**config.mk**
```make
export PLATFORM = sky130hd
export DESIGN_NAME = tti_ctrl
export DESIGN_NICKNAME = d
export VERILOG_FILES = /design/src/tti_pkg.sv /design/src/tti_ctrl.sv
export SDC_FILE = /design/constraint.sdc
export NUM_CORES = 1
export LEC_CHECK = 0
export ABC_AREA = 1
export BUFFER_PORTS_ARGS = -buffer_cell sky130_fd_sc_hd__buf_2
export CAP_MARGIN = 20
export CORE_AREA = 2 2 82 84
export CTS_CLUSTER_DIAMETER = 80
export DETAILED_ROUTE_END_ITERATION = 7
export DIE_AREA = 0 0 84 86
export SLEW_MARGIN = 40
export SYNTH_ARGS = -nofsm -noshare
export SYNTH_HDL_FRONTEND = slang
export SYNTH_SLANG_ARGS = --single-unit
```
**constraint.sdc**
```tcl
create_clock -name clk -period 1.9 [get_ports clk]
set_input_delay 0.285 -clock clk [delete_from_list [all_inputs] [get_ports clk]]
set_output_delay 0.285 -clock clk [all_outputs]
set_load 0.03 [all_outputs]
```
**src/tti_pkg.sv**
```systemverilog
// Shared types, codes and defaults for the triangle intersection core.
`timescale 1ns / 1ps
`default_nettype none
package tti_pkg;

  localparam int COORD_BITS_DEF = 16;
  localparam int FRAC_BITS_DEF  = 16;

  // result codes
  localparam logic [1:0] OC_HIT  = 2'd0;
  localparam logic [1:0] OC_REF  = 2'd1;
  localparam logic [1:0] OC_TST  = 2'd2;
  localparam logic [1:0] OC_DISJ = 2'd3;

  // register indexes
  localparam logic REG_PLANE_TOL = 1'b0;
  localparam logic REG_OVL_TOL   = 1'b1;

  // datapath work phases
  typedef enum logic [2:0] {
    PH_N    = 3'd0,   // plane normal, cross product terms
    PH_D    = 3'd1,   // vertex distances to plane
    PH_DD   = 3'd2,   // line direction, axis pick
    PH_EDGE = 3'd3,   // edge crossings
    PH_VTX  = 3'd4    // vertices on plane
  } phase_t;

  typedef struct packed {
    logic       load_ref;
    logic       load_tst;
    logic       plane;
    phase_t     phase;
    logic [3:0] idx;
    logic       mul_start;
    logic       mul_step;
    logic       acc_apply;
    logic       chk;
    logic       div_start;
    logic       div_step;
    logic       wid_edge;
    logic       wid_vtx;
  } cmd_t;

  typedef struct packed {
    logic same_side;
    logic edge_act;
    logic disjoint;
  } sts_t;

endpackage
`default_nettype wire

```
**src/tti_ctrl.sv**
```systemverilog
// Controller: sequences products, plane checks, divisions and result.
`timescale 1ns / 1ps
`default_nettype none
module tti_ctrl import tti_pkg::*; #(
  parameter int MUL_ITER = 33,
  parameter int DIV_ITER = 32
) (
  input  wire logic       clk,
  input  wire logic       rst_n,
  input  wire logic       in_tvalid,
  input  wire logic       in_op,
  output logic            in_tready,
  output logic            out_tvalid,
  input  wire logic       out_tready,
  output logic [1:0]      out_code,
  output cmd_t            cmd,
  input  wire sts_t       sts
);

  localparam int ITMAX = (MUL_ITER > DIV_ITER) ? MUL_ITER : DIV_ITER;
  localparam int ITW   = $clog2(ITMAX + 1);

  typedef enum logic [11:0] {
    S_IDLE = 12'b000000000001,
    S_MST  = 12'b000000000010,
    S_MUL  = 12'b000000000100,
    S_ACC  = 12'b000000001000,
    S_CHK  = 12'b000000010000,
    S_ESEL = 12'b000000100000,
    S_DST  = 12'b000001000000,
    S_DIV  = 12'b000010000000,
    S_WID  = 12'b000100000000,
    S_VTX  = 12'b001000000000,
    S_CMP  = 12'b010000000000,
    S_OUT  = 12'b100000000000
  } state_t;

  state_t       state_r, state_nxt;
  phase_t       phase_r, phase_nxt;
  logic         plane_r, plane_nxt;
  logic [3:0]   idx_r, idx_nxt;
  logic [ITW-1:0] cnt_r, cnt_nxt;
  logic [1:0]   code_r, code_nxt;
  logic         out_valid_r, out_valid_nxt;
  logic [1:0]   out_code_r, out_code_nxt;
  logic         acc_in;

  assign in_tready  = (state_r == S_IDLE);
  assign acc_in     = in_tvalid && in_tready;
  assign out_tvalid = out_valid_r;
  assign out_code   = out_code_r;

  // commands
  always_comb begin
    cmd           = '0;
    cmd.plane     = plane_r;
    cmd.phase     = phase_r;
    cmd.idx       = idx_r;
    cmd.load_ref  = acc_in && !in_op;
    cmd.load_tst  = acc_in && in_op;
    cmd.mul_start = (state_r == S_MST);
    cmd.mul_step  = (state_r == S_MUL);
    cmd.acc_apply = (state_r == S_ACC);
    cmd.chk       = (state_r == S_CHK);
    cmd.div_start = (state_r == S_DST);
    cmd.div_step  = (state_r == S_DIV);
    cmd.wid_edge  = (state_r == S_WID);
    cmd.wid_vtx   = (state_r == S_VTX);
  end

  // sequencing
  always_comb begin
    state_nxt     = state_r;
    phase_nxt     = phase_r;
    plane_nxt     = plane_r;
    idx_nxt       = idx_r;
    cnt_nxt       = cnt_r;
    code_nxt      = code_r;
    out_valid_nxt = out_valid_r && !out_tready;
    out_code_nxt  = out_code_r;
    unique case (state_r)
      S_IDLE: if (acc_in && in_op) begin
        phase_nxt = PH_N;
        plane_nxt = 1'b0;
        idx_nxt   = 4'd0;
        state_nxt = S_MST;
      end
      S_MST: begin
        cnt_nxt   = '0;
        state_nxt = S_MUL;
      end
      S_MUL: begin
        cnt_nxt = cnt_r + 1'b1;
        if (cnt_r == ITW'(MUL_ITER - 1))
          state_nxt = (phase_r == PH_EDGE) ? S_DST : S_ACC;
      end
      S_ACC: begin
        idx_nxt   = idx_r + 4'd1;
        state_nxt = S_MST;
        unique case (phase_r)
          PH_N: if (idx_r == 4'd5) begin
            phase_nxt = PH_D;
            idx_nxt   = 4'd0;
          end
          PH_D: if (idx_r == 4'd8) state_nxt = S_CHK;
          PH_DD: if (idx_r == 4'd5) begin
            phase_nxt = PH_EDGE;
            idx_nxt   = 4'd0;
            state_nxt = S_ESEL;
          end
          default: ;
        endcase
      end
      S_CHK: begin
        idx_nxt   = 4'd0;
        state_nxt = S_MST;
        if (sts.same_side) begin
          code_nxt  = plane_r ? OC_TST : OC_REF;
          state_nxt = S_OUT;
        end else if (!plane_r) begin
          plane_nxt = 1'b1;
          phase_nxt = PH_N;
        end else begin
          phase_nxt = PH_DD;
        end
      end
      S_ESEL: begin
        if (sts.edge_act) state_nxt = S_MST;
        else if (idx_r == 4'd5) begin
          phase_nxt = PH_VTX;
          idx_nxt   = 4'd0;
          state_nxt = S_VTX;
        end else idx_nxt = idx_r + 4'd1;
      end
      S_DST: begin
        cnt_nxt   = '0;
        state_nxt = S_DIV;
      end
      S_DIV: begin
        cnt_nxt = cnt_r + 1'b1;
        if (cnt_r == ITW'(DIV_ITER - 1)) state_nxt = S_WID;
      end
      S_WID: begin
        if (idx_r == 4'd5) begin
          phase_nxt = PH_VTX;
          idx_nxt   = 4'd0;
          state_nxt = S_VTX;
        end else begin
          idx_nxt   = idx_r + 4'd1;
          state_nxt = S_ESEL;
        end
      end
      S_VTX: begin
        idx_nxt = idx_r + 4'd1;
        if (idx_r == 4'd5) state_nxt = S_CMP;
      end
      S_CMP: begin
        code_nxt  = sts.disjoint ? OC_DISJ : OC_HIT;
        state_nxt = S_OUT;
      end
      S_OUT: if (!out_valid_r || out_tready) begin
        out_valid_nxt = 1'b1;
        out_code_nxt  = code_r;
        state_nxt     = S_IDLE;
      end
      default: state_nxt = S_IDLE;
    endcase
  end

  // control registers
  always_ff @(posedge clk) begin
    if (!rst_n) begin
      state_r     <= S_IDLE;
      phase_r     <= PH_N;
      plane_r     <= 1'b0;
      idx_r       <= 4'd0;
      cnt_r       <= '0;
      code_r      <= OC_HIT;
      out_valid_r <= 1'b0;
      out_code_r  <= OC_HIT;
    end else begin
      state_r     <= state_nxt;
      phase_r     <= phase_nxt;
      plane_r     <= plane_nxt;
      idx_r       <= idx_nxt;
      cnt_r       <= cnt_nxt;
      code_r      <= code_nxt;
      out_valid_r <= out_valid_nxt;
      out_code_r  <= out_code_nxt;
    end
  end

  // a test request always starts work
  a_test_starts: assert property (@(posedge clk) disable iff (!rst_n)
    (in_tvalid && in_tready && in_op) |=> (state_r == S_MST))
    else $error("test request did not start the sequence");

  // a result is only posted from the result state
  a_out_from_out: assert property (@(posedge clk) disable iff (!rst_n)
    $rose(out_valid_r) |-> $past(state_r == S_OUT))
    else $error("result posted outside result state");

  // multiplier count stays in range
  a_mul_cnt: assert property (@(posedge clk) disable iff (!rst_n)
    (state_r == S_MUL) |-> (cnt_r < ITW'(MUL_ITER)))
    else $error("multiplier count overrun");

  // divisions only happen for edge crossings
  a_div_phase: assert property (@(posedge clk) disable iff (!rst_n)
    (state_r == S_DIV || state_r == S_DST) |-> (phase_r == PH_EDGE))
    else $error("division outside edge phase");

endmodule
`default_nettype wire

```
# ---- Yosys cells after proc, flatten, opt, wreduce, memory -nomap -nowiden
# Cells that the tools add are included.
dict set report word_totals {
  in_bits 8
  regBits 31
  out_inout_bits 22
}
dict set report op_classes {
  reduce_logical 23
  mux 38
  n_addsub 2
  eq_ne 31
}
# operator n
set op_table {}
lappend op_table {{$pmux 12 s12} 1}
lappend op_table {{$mux 12} 8}
lappend op_table {{$pmux 4 s6} 1}
lappend op_table {{$pmux 6 s2} 2}
lappend op_table {{$mux 3} 6}
lappend op_table {{$mux 4} 4}
lappend op_table {{$pmux 3 s5} 1}
lappend op_table {{$eq 12x1->1 const B} 1}
lappend op_table {{$eq 12x10->1 const B} 1}
lappend op_table {{$eq 12x11->1 const B} 1}
lappend op_table {{$eq 12x12->1 const B} 1}
lappend op_table {{$eq 12x2->1 const B} 1}
lappend op_table {{$eq 12x3->1 const B} 1}
lappend op_table {{$eq 12x4->1 const B} 1}
lappend op_table {{$eq 12x5->1 const B} 1}
lappend op_table {{$eq 12x6->1 const B} 1}
lappend op_table {{$eq 12x7->1 const B} 1}
lappend op_table {{$eq 12x8->1 const B} 1}
lappend op_table {{$eq 12x9->1 const B} 1}
lappend op_table {{$mux 10} 1}
lappend op_table {{$ne 2x1->1 const B} 5}
lappend op_table {{$ne 3x3->1 const B} 3}
lappend op_table {{$mux 2} 4}
lappend op_table {{$mux 7} 1}
lappend op_table {{other kinds (28)} 45}

# ---- Logic depth before layout (Yosys ltp)
# Gate-level depths: netlist of the first run.
dict set report depth {
  word_depth 5
  depth_mapped 12
  ltp_nobuf 12
}

# ---- Worst setup path before layout of the first run
# No wires, ideal clock.
dict set report synth_timing {
  path_kind {register to register}
  from {register state_r[8]}
  to {register plane_r}
  setup_ps 120
  slack_ps -25
  t_arrival_ps 1805
  t_required_ps 1780
  stages_incl_launch_ff 8
  cell_sequence {dfxtp_1 -> nor2_2 -> nand2_4 -> nor2_8 -> nand2_4 -> nor3_1 -> o21a_1 -> nor2_1}
}
# element line_no
set synth_rtl {}
lappend synth_rtl {{start: declaration} tti_ctrl.sv:38} ;# state_t state_r, state_nxt;
lappend synth_rtl {{start signal: assignment} tti_ctrl.sv:182} ;# state_r <= state_nxt;
lappend synth_rtl {{end signal: assignment} tti_ctrl.sv:184} ;# plane_r <= plane_nxt;
lappend synth_rtl {{end: declaration} tti_ctrl.sv:40} ;# logic plane_r, plane_nxt;

==> out/metrics.cfg, run 1 <==
[detailed_routing]
viasPerCell=4.68
wirelength_mm=5.15
ant_nets=0
wl_per_cell_um=11.8
drtPass1Iterations=4
drtIter0Drc=132
vias=2037
drcViolationCount=0

[cts]
numCtsBuffers=5
clk_pin_slew_worst_paths_ns=0.07
root_buffer=clkbuf_8
cts_hold_buf=0
htreeDepth=2
clkLatencyLatePin_ns=0.29
cts_buffer_depth=2
cts_tree=built
clock_sinks=31

[setup_path]
crit_family=simple AND/OR/NAND/NOR gates
cp_num_buf_inv=1
start_kind=flip-flop
critPathMaxStageDelay_ns=0.34
required_ns=1.62
crit_type=reg2out
worstSetupEndpointType=primary output
critPathMaxFanout=7
cp_slowest_cell=dfxtp_1
cp_cell_sequence=nor2_2 -> nand2_4 -> nor2_8 -> nand2_8 -> nor3_4 -> buf_6
arrival_ns=1.54

[logic_synthesis]
synth_cell_types=34
synth_edf_count=0
synth_top_area_share_pct=29.1
syn_nets=335
synthFlopType=dfxtp_1
yosys_warnings=0
synth.top_cells.by_area=dfxtp_1 (29%), nand2_1 (13%), inv_1 (9.7%)
ys_seq_area_share_pct=29.1
netlist_instances=322
synth_top_area_cell=dfxtp_1
syn_area_um2=2130
synth_seq_cells=31
avgSynthCellArea_um2=6.61
ys_async_sr_fraction_pct=0

[outcome]
status=complete, no violations

[job]
max-cap-violations=0

[power_and_ir_drop]
peakVddDrop_v=0.000921
leakagePower_uw=0.00132
p_per_area_nw_per_um2=1490
finalPower_uw=3790

[grt]
grt_use_total_pct=15.0
grt_pass1_vias=1809
antenna_found_initial=0
grt_first_pass_wirelength_mm=8.67
grt_max_degree=14
grt-ovfl-total=0

[timing]
setup_ws_ns=0.0731
tns_ns=0
worst_pin_slew_ns=0.390
final_hold_viol_count=0
final.period_utilization_pct=96.2
fin_worst_skew_ns=0.00802
setup_viol=0
grt_setup_unrepaired=true
fin_crit_ns=1.83
fmax_mhz=547
report.final.slew_viol_count=0
max_slew_margin_pct=73.9

[floorplan]
initial_core_util_pct=33.9
dieArea_um2=7220
ios=30
die_x_um=84
coreArea_um2=6280
die_h_um=86
rows=29

[worst_hold_path]
hp-class=in2reg

[finish]
diodes=0
finalNetCount=370
syn_to_final_growth_pct=19.6
layout-drive-gt1-share_pct=23.7
fin_util_pct=40.6
stdcell_count=435
num-fill-cells=630

[placement]
gp_congestion=0.849
place_hpwl_mm=3.96
post-place-ws_ns=0.113
dpl.cell_count=424
port_buffers=29

worst register-to-register path, stage by stage, from the launching register on:
cell and delay [ns]:
dfxtp_1 0.37, ha_1 0.18, nand2_1 0.07, nor2_1 0.16
nand3_1 0.13, nand3_1 0.10, nand2_1 0.07, nor2_2 0.12
nand3_4 0.15, o21ai_1 0.20, nor2_1 0.05
worst paths after layout:
| check | start | end | slack, ns | cells after the start |
|---|---|---|---|---|
| hold reg to reg | out_code[1] | out_code[1] | 0.44 | 2 |
| setup reg to reg | cnt_r[0] | state_r[5] | 0.19 | 10 |
| setup / recovery | state_r[7] | cmd[16] | 0.07 | 6 |
| hold / removal | sts[0] | code_r[0] | 0.30 | 3 |
synth_stat cells (2+ instances only):
library cell / n
a31oi_1: 2
inv_1: 55
buf_4: 3
nand2_1: 72
nor2_4: 2
nor3_1: 12
dfxtp_1: 31
nor2_1: 42
o21ai_0: 8
nand2_2: 6
ha_1: 5
nand3_1: 22
a21oi_1: 8
nand3_2: 2
nand3b_1: 3
nor2_2: 7
nor2_8: 3
a22oi_1: 2
nand2_4: 9
xor2_1: 2
nand4_1: 9
inv_2: 5
where the power goes:
group | internal, uW | switching (uW)
clock | 424 | 266
combinational | 765 | 1490
sequential | 752 | 94.1
total | 1940 | 1850
state kept, by name (all words and copies together) (netlist names):
signal      cells
code_r          2
out_tvalid      1
state_r        12
phase_r         3
plane_r         1
idx_r           4
out_code        2
cnt_r           6
cells in the final DEF, fill, tap and decap left out, types with 7 or more instances in the layout:
cell type / count
nor3_1: 10
o21ai_0: 8
nor2_2: 7
nand4_1: 9
dfxtp_1: 30
nand2_1: 72
nor2_1: 39
nand3_1: 22
nand2_4: 9
a21oi_1: 8
inv_1: 55
buf_2: 25
per-layer routing:
layer	global-route usage, %	share of wire, %
met3	4.23	3.8
met1	19.7	48
met4	4.11	1.1
met5	0	0
met2	24.4	47
stage by stage:
step / instance area (um2) / hold slack, ns
4_1_cts: 2480 / 0.306
3_3_place_gp: 2340 / 0.429
6_report: 2550 / 0.304
2_1_floorplan: 2130 / 0.423
3_5_place_dp: 2340 / 0.437
5_1_grt: 2550 / 0.319
timing repair:
action | CTS | global route
pin swaps | 3 | 3
resized for setup | 2 | 14
setup endpoints to repair | 2 | 19
buffers inserted | 2 | 1
layout make-up:
| cell class | count | area, um2 | area share (%) |
|---|---|---|---|
| well taps | 77 | 96.3 | 3.78 |
| clock buffers | 6 | 82.6 | 3.24 |
| flip-flops and latches | 31 | 622 | 24.4 |
| repair buffers | 33 | 189 | 7.42 |
| multi-input cells | 225 | 1290 | 50.7 |
| inverters | 61 | 231 | 9.09 |
| clock inverters | 2 | 35.0 | 1.38 |
kinds of logic after synthesis:
group	synth area share, %
fa+ha+maj	2.94
buf+inv	12.7
flops	29.1
compound gates	8.11
xor+xnor	0.823
simple gates	46.3
(Power assumes the default switching activity.)
==> inputs of run 2 (changes only) <==
Clock period 1.9 ns to 2.1 ns, I/O delays scaled along.
==> run 2 against run 1 <==
  * Critical path depth did not move
  * Register-to-register slack improved by 0.17 ns
  * Clock power fell by 9.7%
  * Critical path type unchanged
  * Critical endpoint is now cmd[17]
  * Sequential share of layout area rose by 0.77 points
  * Die area did not move
  * Utilization fell by 1.3 points
  * Final cell count fell by 0.69%
==> out/metrics.cfg, run 2 (synthesis gave the netlist of run 1 again) <==
[outcome]
status=complete, no violations

[timing]
fin_worst_skew_ns=0.00765  ; -0.000372 ns
grt_setup_unrepaired=false
setup_viol=0  ; unchanged
worst_pin_slew_ns=0.384  ; -0.00576 ns
report.final.slew_viol_count=0  ; unchanged
tns_ns=0  ; unchanged
fin_crit_ns=1.99
final.period_utilization_pct=94.6
final_hold_viol_count=0  ; unchanged
max_slew_margin_pct=74.2  ; +0.28 points
fmax_mhz=503

[power_and_ir_drop]
combPwrFrac_pct=57.8  ; -1.6 points
intPower_uw=1660  ; -14%
finalPower_uw=3260  ; -14%
peakVddDrop_v=0.000588  ; -36%
seqPwrFrac_pct=23.1  ; +0.8 points
switching_share_pct=49.0  ; +0.18 points
p_sw_uw=1600  ; -14%
pwr-share-clk_pct=19.1  ; +0.9 points
p_per_area_nw_per_um2=1320  ; -11%
leakagePower_uw=0.00129  ; -1.8%

[grt]
antenna_found_initial=0  ; unchanged
grt-ovfl-total=0  ; unchanged
grt_pass1_vias=1985  ; +9.7%
grt_first_pass_wirelength_mm=8.66  ; -0.16%
grt_max_degree=14  ; unchanged
grt_use_total_pct=15.0  ; -0.046 points

[finish]
regMostFlops=state_r
diodes=0  ; unchanged
finalNetCount=367  ; -0.81%
final_common_cell=nand2_1
mostFrequentLayoutCells=nand2_1 (72), inv_1 (55), nor2_1 (42), dfxtp_1 (31), buf_2 (28)
largestRegisters=state_r x12, cnt_r x6, idx_r x4
syn_to_final_growth_pct=15.7
layout-drive-gt1-share_pct=21.7  ; -2.1 points
largest_reg_flops=12  ; unchanged
num-fill-cells=654  ; +3.8%

[placement]
place_hpwl_mm=4.02  ; +1.4%
gp_congestion=0.876  ; +3.2%
port_buffers=29  ; unchanged

[floorplan]
rows=29  ; unchanged
ios=30  ; unchanged
coreArea_um2=6280  ; unchanged
die_x_um=84  ; unchanged
die_h_um=86  ; unchanged
dieArea_um2=7220  ; unchanged
initial_core_util_pct=33.9  ; unchanged

[detailed_routing]
drcViolationCount=0  ; unchanged
maxUsedRoutingLayer=met4
wl_per_cell_um=11.6  ; -1.6%
wl_met3_um=161  ; -17%
wl_met2_mm=2.43  ; -0.53%
drtPass1Iterations=4  ; unchanged
wl_met1_mm=2.33  ; -5.0%
viasPerCell=4.65  ; -0.69%
ant_nets=0  ; unchanged
wirelength_mm=5.03  ; -2.3%
vias=2009  ; -1.4%
drtIter0Drc=91  ; -31%

[cts]
clock_sinks=31  ; unchanged
htreeDepth=2  ; unchanged
clk_pin_slew_worst_paths_ns=0.07  ; about the same
cts_hold_buf=0  ; unchanged
numCtsBuffers=5  ; unchanged
clkLatencyLatePin_ns=0.29  ; about the same
post_cts_buffers=0  ; -2
cts_tree=built
cts_buffer_depth=2  ; unchanged
root_buffer=clkbuf_8

[job]
max-cap-violations=0  ; unchanged

[setup_path]
worstSetupEndpointType=primary output
start_kind=flip-flop
required_ns=1.78  ; +0.16 ns
arrival_ns=1.67  ; +0.13 ns
crit_type=reg2out
critPathMaxFanout=7  ; unchanged

[worst_hold_path]
hp-class=in2reg

## run 2: routing by layer
metal / up-vias / GRT usage, %
met5: - / 0
met4: 0 / 6.30
met3: 10 / 3.27
met2: 30 / 26.5
met1: 897 / 17.5
li1: 1072 / -
## run 2: area by class of cell
class                           instances  area [um2]  area share, %
Multi-Input combinational cell        225        1240           50.5
Sequential cell                        31         621           25.2
Inverter                               61         231           9.39
Timing Repair Buffer                   30         155           6.29
Tap cell                               77        96.3           3.91
Clock buffer                            6        82.6           3.35
Clock inverter                          2        35.0           1.42
## run 2: path summary, 6_finish.rpt
check,startpoint,end,slack [ns],depth (start not counted)
setup / recovery,state_r[8],cmd[17],0.11,6
hold / removal,sts[0],code_r[0],0.33,3
setup reg to reg,cnt_r[0],state_r[5],0.36,10
hold reg to reg,out_code[0],out_code[0],0.44,2
## run 2: per-stage QoR
stage,instance area [um2],setup WS (ns),util [%],std cells,hold WS (ns)
2_1_floorplan,2130,0.175,-,322,0.439
3_3_place_gp,2340,0.362,37.3,424,0.429
3_5_place_dp,2340,0.333,37.3,424,0.436
4_1_cts,2460,0.000861,39.1,432,0.334
5_1_grt,2460,0.0375,39.3,432,0.344
6_report,2460,0.113,39.3,432,0.333
## run 2: critical path, stage by stage, from the launching register on
cell and delay (ns):
dfxtp_1 0.33, nor2_2 0.19, nand2_4 0.12, nor2_8 0.23
nand2_4 0.12, nor3_1 0.15, buf_2 0.22
## run 2: repair_timing
action / CTS / global route
resized for setup: 0 / 2
endpoints found under the hold margin: 0 / 0
endpoints found under the setup margin: 0 / 1
## run 2: power by group through the flow
stage               logic, uW  registers (uW)  clock network, uW
floorplan                1460             827                  0
global placement         1890             764                  0
detailed placement       1890             769                  0
CTS                      1900             755                637
global route             2120             764                661
finish                   1880             755                623
==> inputs of run 3 (changes only) <==
Settings changed: ABC_AREA 1 to unset, BUFFER_PORTS_ARGS -buffer_cell sky130_fd_sc_hd__buf_2 to -buffer_cell sky130_fd_sc_hd__buf_4, CORE_AREA 2 2 82 84 to 2 2 81 83, DIE_AREA 0 0 84 86 to 0 0 83 85, SKIP_CTS_REPAIR_TIMING set to 1.
==> run 3 against run 2 <==
  * The flow now finishes with violations (negative setup slack)
  * Fmax is 14% lower
  * Utilization grew 13 points
  * Largest cell class unchanged
  * First-iteration DRC count is 15% higher
  * Count of clock-buffer cells in the layout unchanged
  * Power is 38% lower
  * Sequential cell count unchanged
  * Non-clock buffer count increased by 67
  * Die area fell by 2.3%
  * Final area grew 31%
  * Via count up 13%
  * Synthesized area shrank 2.4%
  * Final cell count fell by 3.0%
==> out/metrics.cfg, run 3 <==
[detailed_routing]
drtPass1Iterations=4  ; unchanged
drcViolationCount=0  ; unchanged
vias=2267  ; +13%
wirelength_mm=6.71  ; +33%
drtIter0Drc=105  ; +15%
wl_per_cell_um=16.0  ; +38%
ant_nets=0  ; unchanged
viasPerCell=5.41  ; +16%

[floorplan]
initial_core_util_pct=33.5  ; -0.43 points
rows=29  ; unchanged
dieArea_um2=7060  ; -2.3%
coreArea_um2=6200  ; -1.2%
die_x_um=83  ; -1.2%
ios=30  ; unchanged
die_h_um=85  ; -1.2%

[grt]
grt-ovfl-total=0  ; unchanged
grt_pass1_vias=2095  ; +5.5%
grt_max_degree=21  ; +7
antenna_found_initial=1  ; +1
grt_use_total_pct=17.1  ; +2.2 points
grt_first_pass_wirelength_mm=9.87  ; +14%

[worst_hold_path]
min_from=sts[0]
holdPathStages=3  ; unchanged
hp-class=in2reg

[logic_synthesis]
avgSynthCellArea_um2=8.21  ; +24%
synth_top_area_share_pct=29.9  ; +0.72 points
ys_async_sr_fraction_pct=0  ; unchanged
synth_seq_cells=31  ; unchanged
synth_top_area_cell=dfxtp_1
yosys_warnings=0  ; unchanged
netlist_instances=253  ; -21%
synthFlopType=dfxtp_1
ys_seq_area_share_pct=29.9  ; +0.72 points
syn_area_um2=2080  ; -2.4%
yosysMostFrequentCell=dfxtp_1
syn_nets=266  ; -21%
synth_edf_count=0  ; unchanged
synthTopCellsByCount=dfxtp_1 (31), nor2_1 (24), nand2_1 (20)
synth.top_cells.by_area=dfxtp_1 (30%), nor2_1 (4.3%), mux2i_1 (3.9%)
synth_cell_types=60  ; +76%

[timing]
fin_crit_ns=2.31  ; +0.324 ns
max_slew_margin_pct=67.6  ; -6.6 points
fin_worst_skew_ns=0.00714  ; -0.000505 ns
worst_pin_slew_ns=0.483  ; +0.0993 ns
fmax_mhz=433  ; -14%
report.final.slew_viol_count=0  ; unchanged
final.period_utilization_pct=110  ; +15 points
tns_ns=-1.28  ; -1.28 ns
grt_setup_unrepaired=true
finalHoldWorstSlack_ns=0.275  ; -0.0585 ns
setup_ws_ns=-0.211  ; -0.324 ns
setup_viol=13  ; +13
final_hold_viol_count=0  ; unchanged

[job]
max-cap-violations=0  ; unchanged

[power_and_ir_drop]
finalPower_uw=2010  ; -38%
p_per_area_nw_per_um2=623  ; -53%
peakVddDrop_v=0.000407  ; -31%
leakagePower_uw=0.00138  ; +6.9%

[finish]
fin_util_pct=52.0  ; +13 points
layout-drive-gt1-share_pct=44.7  ; +23 points
finalNetCount=354  ; -3.5%
diodes=0  ; unchanged
syn_to_final_growth_pct=55.2
final_common_cell=buf_4
register_area_um2=628  ; +1.2%
largestRegisters=state_r x12, cnt_r x6, idx_r x4
num-fill-cells=567  ; -13%
regMostFlops=state_r
mostFrequentLayoutCells=buf_4 (80), dfxtp_1 (27), nor2_1 (23), nand2_1 (19), buf_6 (14)
largest_reg_flops=12  ; unchanged
multi_input_area_um2=1530  ; +23%

[setup_path]
arrival_ns=2.00  ; +0.33 ns
reg2reg_depth=7  ; -3
required_ns=1.78  ; about the same
worstSetupEndpointType=primary output
crit_type=reg2out
crit_start=state_r[5]
worst_r2r_startpoint=state_r[5]
start_kind=flip-flop
critPathMaxFanout=7  ; unchanged

[cts]
clock_sinks=31  ; unchanged
numCtsBuffers=5  ; unchanged
htreeDepth=2  ; unchanged
clk_pin_slew_worst_paths_ns=0.07  ; about the same
cts_tree=built
clkLatencyLatePin_ns=0.29  ; about the same
cts_buffer_depth=2  ; unchanged
root_buffer=clkbuf_8

[outcome]
failed_checks=negative setup slack
status=complete, but fails checks

[placement]
port_buffers=29  ; unchanged
gp_congestion=0.883  ; +0.70%
post-place-ws_ns=-0.0886  ; -0.422 ns
place_hpwl_mm=4.71  ; +17%

## run 3: cell count changes after synthesis, sizes merged, moves of 5 or more
cell    previous run  this run
clkbuf             0         7
inv               61        11
mux2i              0         8
nand2             87        20
nand3             25        12
nor2              54        24
nor2b              0         5
nor4               0         6
or4                0         5
## run 3: worst max-delay path: stages (launching register included)
cell	delay (ns)
dfxtp_2	0.34
or4_4	0.57
or4_4	0.60
clkinv_8	0.09
buf_8	0.12
## run 3: logic make-up (layout without fill, tap and decap cells)
family                   Yosys count  in the layout  synth area share [%]
AND/OR/NAND/NOR                  125            125                  34.9
AO/OA/AOI/OAI                     51             51                  18.6
flip-flops                        31             31                  29.9
buffers and inverters             28            117                  7.47
multiplexers                      10             10                  4.94
adder cells (fa/ha/maj)            5              5                  3.01
XOR/XNOR                           3              3                  1.26
## run 3: area by class of cell
cell class | count | share of cell area [%]
well taps | 77 | 2.99
clock inverters | 2 | 1.09
repair buffers | 97 | 24.7
flip-flops and latches | 31 | 19.5
inverters | 12 | 1.86
multi-input cells | 194 | 47.3
clock buffers | 6 | 2.56
## run 3: where the power goes
group          total (uW)  switching (uW)  internal (uW)
clock                 633             248            384
combinational         759             397            362
sequential            616            12.6            604
## run 3: worst paths after layout
path,end,slack (ns)
setup / recovery,cmd[6],-0.21
hold / removal,code_r[0],0.27
setup reg to reg,state_r[0],-0.15
hold reg to reg,out_code[0],0.50
## run 3: layer usage
| layer | up-vias | track usage, % | wire (um) |
|---|---|---|---|
| li1 | 1125 | - | - |
| met1 | 1084 | 21.8 | 3010 |
| met2 | 42 | 28.2 | 3270 |
| met3 | 16 | 3.79 | 252 |
| met4 | 0 | 7.15 | 182 |
| met5 | - | 0 | 0 |
## run 3: metrics by stage
stage	area [um2]	cells
2_1_floorplan	2140	253
3_3_place_gp	2730	392
5_1_grt	3230	419
6_report	3230	419
3_5_place_dp	2730	392
4_1_cts	2850	400
